## src/rtl/tkis_pkg.sv

```systemverilog
// Package with the sizes, record type and cell control type of the record sorter.
package tkis_pkg;

  localparam int MAX_RECORDS = 32;
  localparam int POST_W      = 20;
  localparam int NUMBER_W    = 37;
  localparam int TAG_W       = 16;

  typedef struct packed {
    logic [POST_W-1:0]   post;
    logic [NUMBER_W-1:0] number;
    logic [TAG_W-1:0]    tag;
  } record_t;

  typedef struct packed {
    logic insert;
    logic shift;
  } cell_ctrl_t;

endpackage

```

## src/rtl/tkis_cell.sv

```systemverilog
// One sorter cell: holds a record, compares it with the incoming one and shifts.
module tkis_cell (
  input  logic                 clk,
  input  logic                 rst,
  input  tkis_pkg::cell_ctrl_t ctrl,
  input  tkis_pkg::record_t    new_rec,
  input  tkis_pkg::record_t    left_rec,
  input  logic                 left_valid,
  input  logic                 left_after,
  input  tkis_pkg::record_t    right_rec,
  input  logic                 right_valid,
  output tkis_pkg::record_t    rec,
  output logic                 valid,
  output logic                 after
);
  import tkis_pkg::*;

  logic gt;

  // An empty cell counts as greater than any key, so empty cells sit at the tail.
  assign gt = (rec.post > new_rec.post) ||
              ((rec.post == new_rec.post) && (rec.number > new_rec.number));
  assign after = !valid || gt;

  always_ff @(posedge clk) begin
    if (rst) begin
      valid <= 1'b0;
    end else if (ctrl.shift) begin
      valid <= right_valid;
    end else if (ctrl.insert && after) begin
      valid <= left_after ? left_valid : 1'b1;
    end
  end

  always_ff @(posedge clk) begin
    if (ctrl.shift) begin
      rec <= right_rec;
    end else if (ctrl.insert && after) begin
      rec <= left_after ? left_rec : new_rec;
    end
  end

endmodule

```

## config.mk

```make
export PLATFORM = sky130hd
export DESIGN_NAME = tkis_cell
export DESIGN_NICKNAME = d
export VERILOG_FILES = /design/src/rtl/tkis_pkg.sv /design/src/rtl/tkis_cell.sv
export SDC_FILE = /design/constraint.sdc
export NUM_CORES = 1
export LEC_CHECK = 0
export ABC_AREA = 0
export ABC_CLOCK_PERIOD_IN_PS = 8900
export BUFFER_PORTS_ARGS = -buffer_cell sky130_fd_sc_hd__buf_2
export CORE_AREA = 2 2 118 120
export DETAILED_ROUTE_END_ITERATION = 12
export DIE_AREA = 0 0 120 122
export GPL_TIMING_DRIVEN = 1
export PLACE_DENSITY = 0.73
export SYNTH_ARGS = -nofsm -noshare
export SYNTH_HDL_FRONTEND = slang
export SYNTH_SLANG_ARGS = --single-unit
```

## constraint.sdc

```tcl
create_clock -name clk -period 8.9 [get_ports clk]
set_clock_uncertainty 0.2 [all_clocks]
set_input_delay 0.445 -clock clk [delete_from_list [all_inputs] [get_ports clk]]
set_output_delay 0.445 -clock clk [all_outputs]
set_load 0.1 [all_outputs]
```

# Word level (Yosys, flattened, before mapping)
# Index checks and enable logic that the tools add are counted.
[totals]
regBits = 74
[op_classes]
order_cmp = 2
n_eq_ne = 1
mux = 6
reduce_logical = 6
[ops]
columns = ["operator", "count"]
rows = [
  ["2-to-1 mux 73 bit", 3],
  ["> comparator 37 bit", 1],
  ["== test 20 bit", 1],
  ["> comparator 20 bit", 1],
  ["2-to-1 mux 1 bit", 3],
  ["logical AND 1 bit", 2],
  ["logical OR 1 bit", 2],
  ["nonzero test 2 bit", 1],
  ["zero test 1 bit", 1],
]

# Logic depth before layout (Yosys ltp)
# Gate-level depths: netlist of the first run.
[logic_depth]
ltp_word = 7
depth_mapped = 9

# Worst setup path after synthesis of the first run
# OpenSTA, ideal clock, no wires.
[synth_path]
path_kind = "flip-flop to flip-flop"
from = "register rec[60] (netlist name)"
to = "register rec[0] (netlist name), enable pin"
arrival_time_ps = 6040
slack_ps = 2112
stages_incl_launch_ff = 8
period_less_slack_ps = 6788
path_cell_list = "edfxtp_1 > ha_1 > nand3_1 > or2_2 > a21oi_1 > o21ai_0 > a32o_1 > a31oi_1"
[synth_via]
elab_chain_cells = 6
elab_cells_between_ends = 7
cone_classes = "order compare (1); eq/ne (1); reduce/logical (5)"
[synth_rtl]
columns = ["item", "line", "source"]
rows = [
  ["start: declaration", "tkis_cell.sv:12", "output tkis_pkg::record_t rec,"],
  ["start signal: assignment", "tkis_cell.sv:37", "rec <= right_rec;"],
  ["start signal: assignment", "tkis_cell.sv:39", "rec <= left_after ? left_rec : new_rec;"],
  ["parallel branches: the longest is 2 deep, another holds > comparator 20 bit", "-", ""],
  ["logical OR 1 bit *", "tkis_cell.sv:21", "assign gt = (rec.post > new_rec.post) ||"],
  ["logical OR 1 bit *", "tkis_cell.sv:23", "assign after = !valid || gt;"],
  ["logical AND 1 bit *", "tkis_cell.sv:38", "end else if (ctrl.insert && after) begin"],
  ["nonzero test 2 bit (no line) *", "-", ""],
]
# Mark *: on every way between the ends.
# A chain may end at the register's enable or synchronous reset.

# Worst setup path after layout of the first run
[layout_path]
from = "register rec[51] (netlist name)"
to = "register rec[23] (netlist name), enable pin"
[layout_via]
elab_chain_cells = 6
[layout_rtl]
columns = ["item", "line", "source"]
rows = [
  ["> comparator 37 bit", "tkis_cell.sv:22", "((rec.post == new_rec.post) && (rec.number > new_rec.number));"],
  ["logical AND 1 bit", "tkis_cell.sv:22", ""],
  ["logical OR 1 bit", "tkis_cell.sv:21", ""],
  ["logical OR 1 bit", "tkis_cell.sv:23", ""],
  ["logical AND 1 bit", "tkis_cell.sv:38", ""],
  ["nonzero test 2 bit (no line)", "-", ""],
]
# No other way between the ends.

==> results.py, run 1 <==
metrics = {
    "status": {
        "status": "complete, no violations",
    },
    "layout": {
        "antenna_cells": 0,
        "layout-drive-gt1-share_pct": 39.3,
        "final_cell_area_um2": 7220,
        "final_common_cell": "buf_2",
        "final_nets": 1108,
        "fillers": 1307,
        "final_cell_mix": "buf_2, nand2_1, o21ai_0",
        "area_growth_pct": 38.4,
    },
    "worst_setup_path": {
        "path_class": "reg2reg",
        "required_ps": 8670,
        "worstSetupEndpointType": "register",
        "startpoint_type": "register",
        "critPathMaxFanout": 40,
        "cp.arrival_ps": 3930,
    },
    "timing": {
        "setup_viol": 0,
        "finalHoldViolations": 0,
        "finalSetupTns_ps": 0,
        "max_slew_margin_pct": 23.0,
        "grt_setup_unrepaired": "false",
        "fin_crit_ps": 4160,
        "drv_slew": 0,
        "fmax_mhz": 240,
        "fin_crit_sh_pct": 46.8,
        "layout_setup_ws_ps": 4740,
        "tightest_slew_ps": 1160,
    },
    "placed_design": {
        "dp_slack_ps": 4430,
        "place_congestion": 0.765,
        "port-buffer-count": 300,
        "dp.final_hpwl_um": 11700,
        "dpl_cell_area_um2": 6890,
    },
    "floorplanning": {
        "die_y_um": 122,
        "ios": 301,
        "rows": 43,
        "start_util_pct": 38.6,
        "die-width_um": 120,
        "core_um2": 13500,
        "dieArea_um2": 14600,
    },
    "clock_tree": {
        "cts_tree": "yes",
        "clock_tree.root_cell": "clkbuf_16",
        "clkTransAtPathRegs_ps": 60,
        "cts-hold-fix-buffers": 0,
        "cts_sinks": 74,
        "clock_latency_ps": 340,
        "htreeDepth": 3,
        "postCtsSetupBuffers": 0,
        "cts_buffer_depth": 2,
        "post_cts_resized": 0,
        "numCtsBuffers": 9,
    },
    "global_route": {
        "grt_max_degree": 79,
        "antenna_found_initial": 0,
        "grt-ovfl-total": 0,
        "grt_pass1_vias": 4611,
        "track_usage_pct": 19.5,
        "grt_pass1_wl_um": 22300,
    },
    "pwr": {
        "p_switching_uw": 632,
        "clkPwrFrac_pct": 27.9,
        "combPwrFrac_pct": 40.9,
        "cell_internal_pwr_uw": 851,
        "vdd_drop_max_mv": 0.127,
        "powerDensity_nw_per_um2": 205,
        "swShare_pct": 42.6,
        "p_leak_nw": 3.78,
        "pwr-share-seq_pct": 31.2,
    },
    "hold_path": {
        "hp-class": "in2reg",
    },
    "logic_synthesis": {
        "synth_top_area_cell": "edfxtp_1",
        "ys_seq_area_share_pct": 42.4,
        "synth-seq-cells": 74,
        "syn_nets": 818,
        "ys_top_cells_by_area": "edfxtp_1, mux2i_1, ha_1",
        "ys_types": 34,
        "synth_area_um2": 5220,
        "synth_top_area_share_pct": 42.0,
        "syn_avg_cell_area_um2": 9.75,
        "syn_inst": 535,
        "yosysWarnings": 0,
    },
    "detailed_routing": {
        "drtPass1Iterations": 4,
        "route.vias.total": 4830,
        "wl_per_cell_um": 14.3,
        "via_per_inst": 4.78,
        "drt_iter0_drc": 172,
        "route.detailed.drc": 0,
        "wl_um": 14400,
        "ant_nets": 0,
    },
    "job": {
        "maxCapViolations": 0,
    },
}
==> Yosys cell counts, drive strengths merged <==
cell type / instances
o21a: 1
a41oi: 1
a21boi: 1
clkbuf: 17
nor4: 2
nand2: 89
or2: 1
a32o: 1
o2111a: 1
a21bo: 1
nor2b: 1
ha: 57
nor2: 7
a31oi: 1
edfxtp: 73
a2111oi: 3
o21bai: 1
buf: 7
nor3b: 1
nand4: 10
inv: 61
dfxtp: 1
nand3: 8
a221oi: 1
mux2i: 73
a21oi: 23
o21ai: 79
a221o: 1
o22ai: 1
a21o: 5
nor3: 3
o211ai: 3
==> power by group through the flow <==
stage                     logic [mW]  clock network (mW)  registers [mW]
after global placement         0.608                   0           0.468
after detailed placement       0.611                   0           0.470
final                          0.607               0.413           0.463
after CTS                      0.612               0.423           0.464
after floorplan                0.148                   0           0.796
after global routing           0.647               0.438           0.469
==> critical path, stage by stage, from the launching register on <==
cell      delay [ps]
edfxtp_1         400
ha_1             350
nand4_1          160
nor4_1           610
nand2_1          100
o211ai_1         230
o21ai_1          170
a31oi_4          950
buf_4            590
==> per-layer routing <==
metal  up-vias  wire, µm  track usage (%)
met1      2125      5920             22.7
met2       187      7220             34.3
met4         0       224             7.13
met3        17      1080             5.29
met5         -         0                0
li1       2501         -                -
==> stage by stage <==
step | hold WS [ps] | util (%) | cells | power, mW
finish | 85.6 | 53.5 | 1010 | 1.48
global route | 90.4 | 53.5 | 1010 | 1.55
CTS | 72.3 | 53.5 | 1010 | 1.50
detailed placement | 433 | 51.0 | 994 | 1.08
global placement | 425 | 51.0 | 994 | 1.08
floorplan | 323 | - | 535 | 0.944
==> final cells by class <==
type | count | area (µm²) | area share (%)
Clock buffer | 10 | 229 | 3.17
Clock inverter | 6 | 105 | 1.46
Inverter | 61 | 229 | 3.17
Multi-Input combinational cell | 376 | 2690 | 37.3
Sequential cell | 74 | 2210 | 30.6
Tap cell | 180 | 225 | 3.12
Timing Repair Buffer | 303 | 1530 | 21.2
==> sequential cells by signal (all words and copies together) (netlist names) <==
| register | cells |
|---|---|
| valid | 1 |
| rec | 73 |
==> final timing paths <==
| check | startpoint | end | slack (ps) | cells after the start |
|---|---|---|---|---|
| worst max-delay path | rec[51] | rec[23] | 4740 | 8 |
| worst min-delay path | rst | valid | 90 | 2 |
| worst max register to register | rec[51] | rec[23] | 4740 | 8 |
| worst min register to register | valid | valid | 770 | 3 |
==> cells by family (layout without fill, tap and decap cells) <==
logic type                 count (synthesis)  count (layout)  synth area share (%)
adders and majority gates                 57              57                  13.7
and+or+nand+nor                          122             122                  9.93
AOI/OAI and AO/OA                        124             124                  13.7
buffers and inverters                     85             380                  6.28
muxes                                     73              73                  14.0
DFF                                       74              74                  42.4
Note: power is estimated with default switching activity, not from simulation.
==> run 2: changes to the inputs <==
==> config.mk (replaced) <==
export PLATFORM = sky130hd
export DESIGN_NAME = tkis_cell
export DESIGN_NICKNAME = d
export VERILOG_FILES = /design/src/rtl/tkis_pkg.sv /design/src/rtl/tkis_cell.sv
export SDC_FILE = /design/constraint.sdc
export NUM_CORES = 1
export LEC_CHECK = 0
export ABC_AREA = 1
export ABC_CLOCK_PERIOD_IN_PS = 3700
export BUFFER_PORTS_ARGS = -buffer_cell sky130_fd_sc_hd__buf_2
export CORE_AREA = 2 2 117 119
export DETAILED_ROUTE_END_ITERATION = 12
export DIE_AREA = 0 0 119 121
export GPL_TIMING_DRIVEN = 1
export PLACE_DENSITY = 0.77
export SYNTH_ARGS = -nofsm -noshare
export SYNTH_HDL_FRONTEND = slang
export SYNTH_SLANG_ARGS = --single-unit
==> constraint.sdc (replaced) <==
create_clock -name clk -period 3.7 [get_ports clk]
set_clock_uncertainty 0.2 [all_clocks]
set_input_delay 0.185 -clock clk [delete_from_list [all_inputs] [get_ports clk]]
set_output_delay 0.185 -clock clk [all_outputs]
set_load 0.1 [all_outputs]
==> run 2 against run 1 <==
  * Register-to-register slack worse by 4100 ps
  * Flip-flop and latch count unchanged
  * Highest routed layer unchanged
  * Largest power group unchanged
  * Sequential share of layout area decreased by 1.8 points
  * Non-clock buffer count is 48 higher
==> results.py, run 2 <==
metrics = {
    "logic_synthesis": {
        "syn_inst": 658,
        "syn_avg_cell_area_um2": 8.04,
        "ys_top_cells_by_area": "edfxtp_1, ha_1, a21oi_1",
        "synth_top_area_cell": "edfxtp_1",
        "syn_nets": 941,
        "synth_flop_cell": "edfxtp_1",
        "async_flop_share_pct": 0,
        "yosysWarnings": 0,
        "synth_area_um2": 5290,
        "ys_types": 24,
        "synth_top_area_share_pct": 41.5,
        "synth-seq-cells": 74,
        "synth_commonest_cells": "nand2_1, a21oi_1, inv_1",
        "post-synth-top-count-cell": "nand2_1",
        "ys_seq_area_share_pct": 41.8,
        "synth-edff-count": 73,
    },
    "worst_setup_path": {
        "path_class": "reg2reg",
        "rr_endpoint": "valid",
        "r2r_cells": 13,
        "required_ps": 3720,
        "startpoint_type": "register",
        "r2r_slack_ps": 650,
        "critPathMaxFanout": 34,
        "worstSetupEndpointType": "register",
        "reg2reg_from": "rec[64]",
        "cp.arrival_ps": 3070,
        "crit_start": "rec[64]",
        "cp-endpoint": "valid",
    },
    "detailed_routing": {
        "via_per_inst": 4.95,
        "wl_per_cell_um": 15.1,
        "drtPass1Iterations": 5,
        "drt_iter0_drc": 282,
        "route.detailed.drc": 0,
        "wl_um": 17700,
        "route.vias.total": 5799,
        "ant_nets": 0,
    },
    "global_route": {
        "track_usage_pct": 24.5,
        "grt_pass1_vias": 5614,
        "grt_pass1_wl_um": 27600,
        "antenna_found_initial": 3,
        "grt_max_degree": 59,
        "grt-ovfl-total": 0,
    },
    "placed_design": {
        "port-buffer-count": 300,
        "place_congestion": 0.870,
        "dp.final_hpwl_um": 13100,
        "dpl_cell_area_um2": 6930,
    },
    "status": {
        "status": "complete, no violations",
    },
    "clock_tree": {
        "post_cts_resized": 0,
        "cts_buffer_depth": 2,
        "cts_tree": "yes",
        "clkTransAtPathRegs_ps": 60,
        "clock_latency_ps": 330,
        "cts_sinks": 74,
        "numCtsBuffers": 9,
        "htreeDepth": 3,
        "clock_tree.root_cell": "clkbuf_16",
    },
    "layout": {
        "final_common_cell": "buf_2",
        "largest_register": "rec",
        "final_cell_mix": "buf_2, nand2_1, a21oi_1",
        "layout-drive-gt1-share_pct": 33.0,
        "area_growth_pct": 45.0,
        "final_nets": 1270,
        "reg.largest.list": "rec: 73 flops, valid: 1 flops",
        "largest_register_ff_count": 73,
        "final_cell_area_um2": 7670,
    },
    "timing": {
        "fmax_mhz": 328,
        "setup_viol": 0,
        "fin_hold_ws_ps": 1.06,
        "fin_crit_ps": 3050,
        "grt_setup_unrepaired": "false",
        "drv_slew": 0,
        "finalHoldViolations": 0,
        "tightest_slew_ps": 1060,
        "finalSetupTns_ps": 0,
        "fin_crit_sh_pct": 82.5,
        "max_slew_margin_pct": 29.1,
    },
    "pwr": {
        "vdd_drop_max_mv": 0.205,
        "powerDensity_nw_per_um2": 413,
        "p_leak_nw": 3.88,
    },
    "hold_path": {
        "hp-class": "in2reg",
    },
    "floorplanning": {
        "die_y_um": 121,
        "die-width_um": 119,
        "dieArea_um2": 14400,
        "ios": 301,
        "core_um2": 13100,
        "start_util_pct": 40.4,
        "rows": 42,
    },
    "job": {
        "maxCapViolations": 0,
    },
}
run 2: cell count changes after synthesis, moves of 18 or more:
cell and change:
mux2i_1 -73, o21a_1 +18, a21oi_1 +114, o21ai_0 -75, nor2_1 +67, nand2_1 +51
run 2: worst min path at each step:
stage | start | end | depth (start not counted)
2_1_floorplan | rst | valid | 3
3_3_place_gp | rst | valid | 4
3_5_place_dp | rst | valid | 4
4_1_cts | right_rec[9] | rec[9] | 3
5_1_grt | right_rec[38] | rec[38] | 3
6_report | right_rec[38] | rec[38] | 3
run 2: logic make-up (layout without fill, tap and decap cells):
kind of cell    count (synthesis)  in the layout  synth area share (%)
buf+inv                       111            445                  8.14
compound gates                181            181                  19.1
other cells                     0              3                     0
flops                          74             74                  41.8
fa+ha+maj                      57             57                  13.5
simple gates                  235            235                  17.4
run 2: where the power goes:
| part | leakage (nW) | switching, mW | internal, mW |
|---|---|---|---|
| Combinational | 3.02 | 0.963 | 0.328 |
| Sequential | 0.738 | 0.0400 | 1.03 |
| Clock | 0.130 | 0.332 | 0.471 |
run 2: cell type report:
cell class | instances | area, µm²
Antenna cell | 3 | 7.51
Clock buffer | 13 | 250
Clock inverter | 3 | 17.5
Fill cell | 1206 | 5420
Inverter | 78 | 294
Multi-Input combinational cell | 473 | 2650
Sequential cell | 74 | 2210
Tap cell | 176 | 220
Timing Repair Buffer | 351 | 2010
run 2: repair_timing:
item | 4_1_cts | 5_1_grt
hold buffers | 46 | 0
buffers inserted | 0 | 0
hold endpoints to repair | 42 | 0
run 2: layer usage:
layer,global-route usage [%],share of wire (%),vias up
met5,0,0,-
met4,11.5,3.5,0
met3,5.31,8.1,52
met2,43.9,49,278
met1,27.8,40,2585
li1,-,-,2884
run 2: critical path, stage by stage (launching register included):
cell and delay (ps):
edfxtp_1 410, ha_1 320, nand2_1 70, nor2_1 150, nand2_1 110, nor2_2 110, nand3b_1 150, a21oi_1 160
nand2_1 80, nand2_2 60, nand2_1 70, nand2_4 400, a21oi_2 90, dlygate4sd3_1 570
run 2: stage by stage:
step	std cells	util [%]	power, mW	setup slack, ps
floorplan	658	-	2.02	92.3
global placement	1106	53.0	2.32	880
detailed placement	1106	53.0	2.33	790
CTS	1168	58.5	3.18	613
global route	1170	58.6	3.32	342
finish	1171	58.6	3.16	649
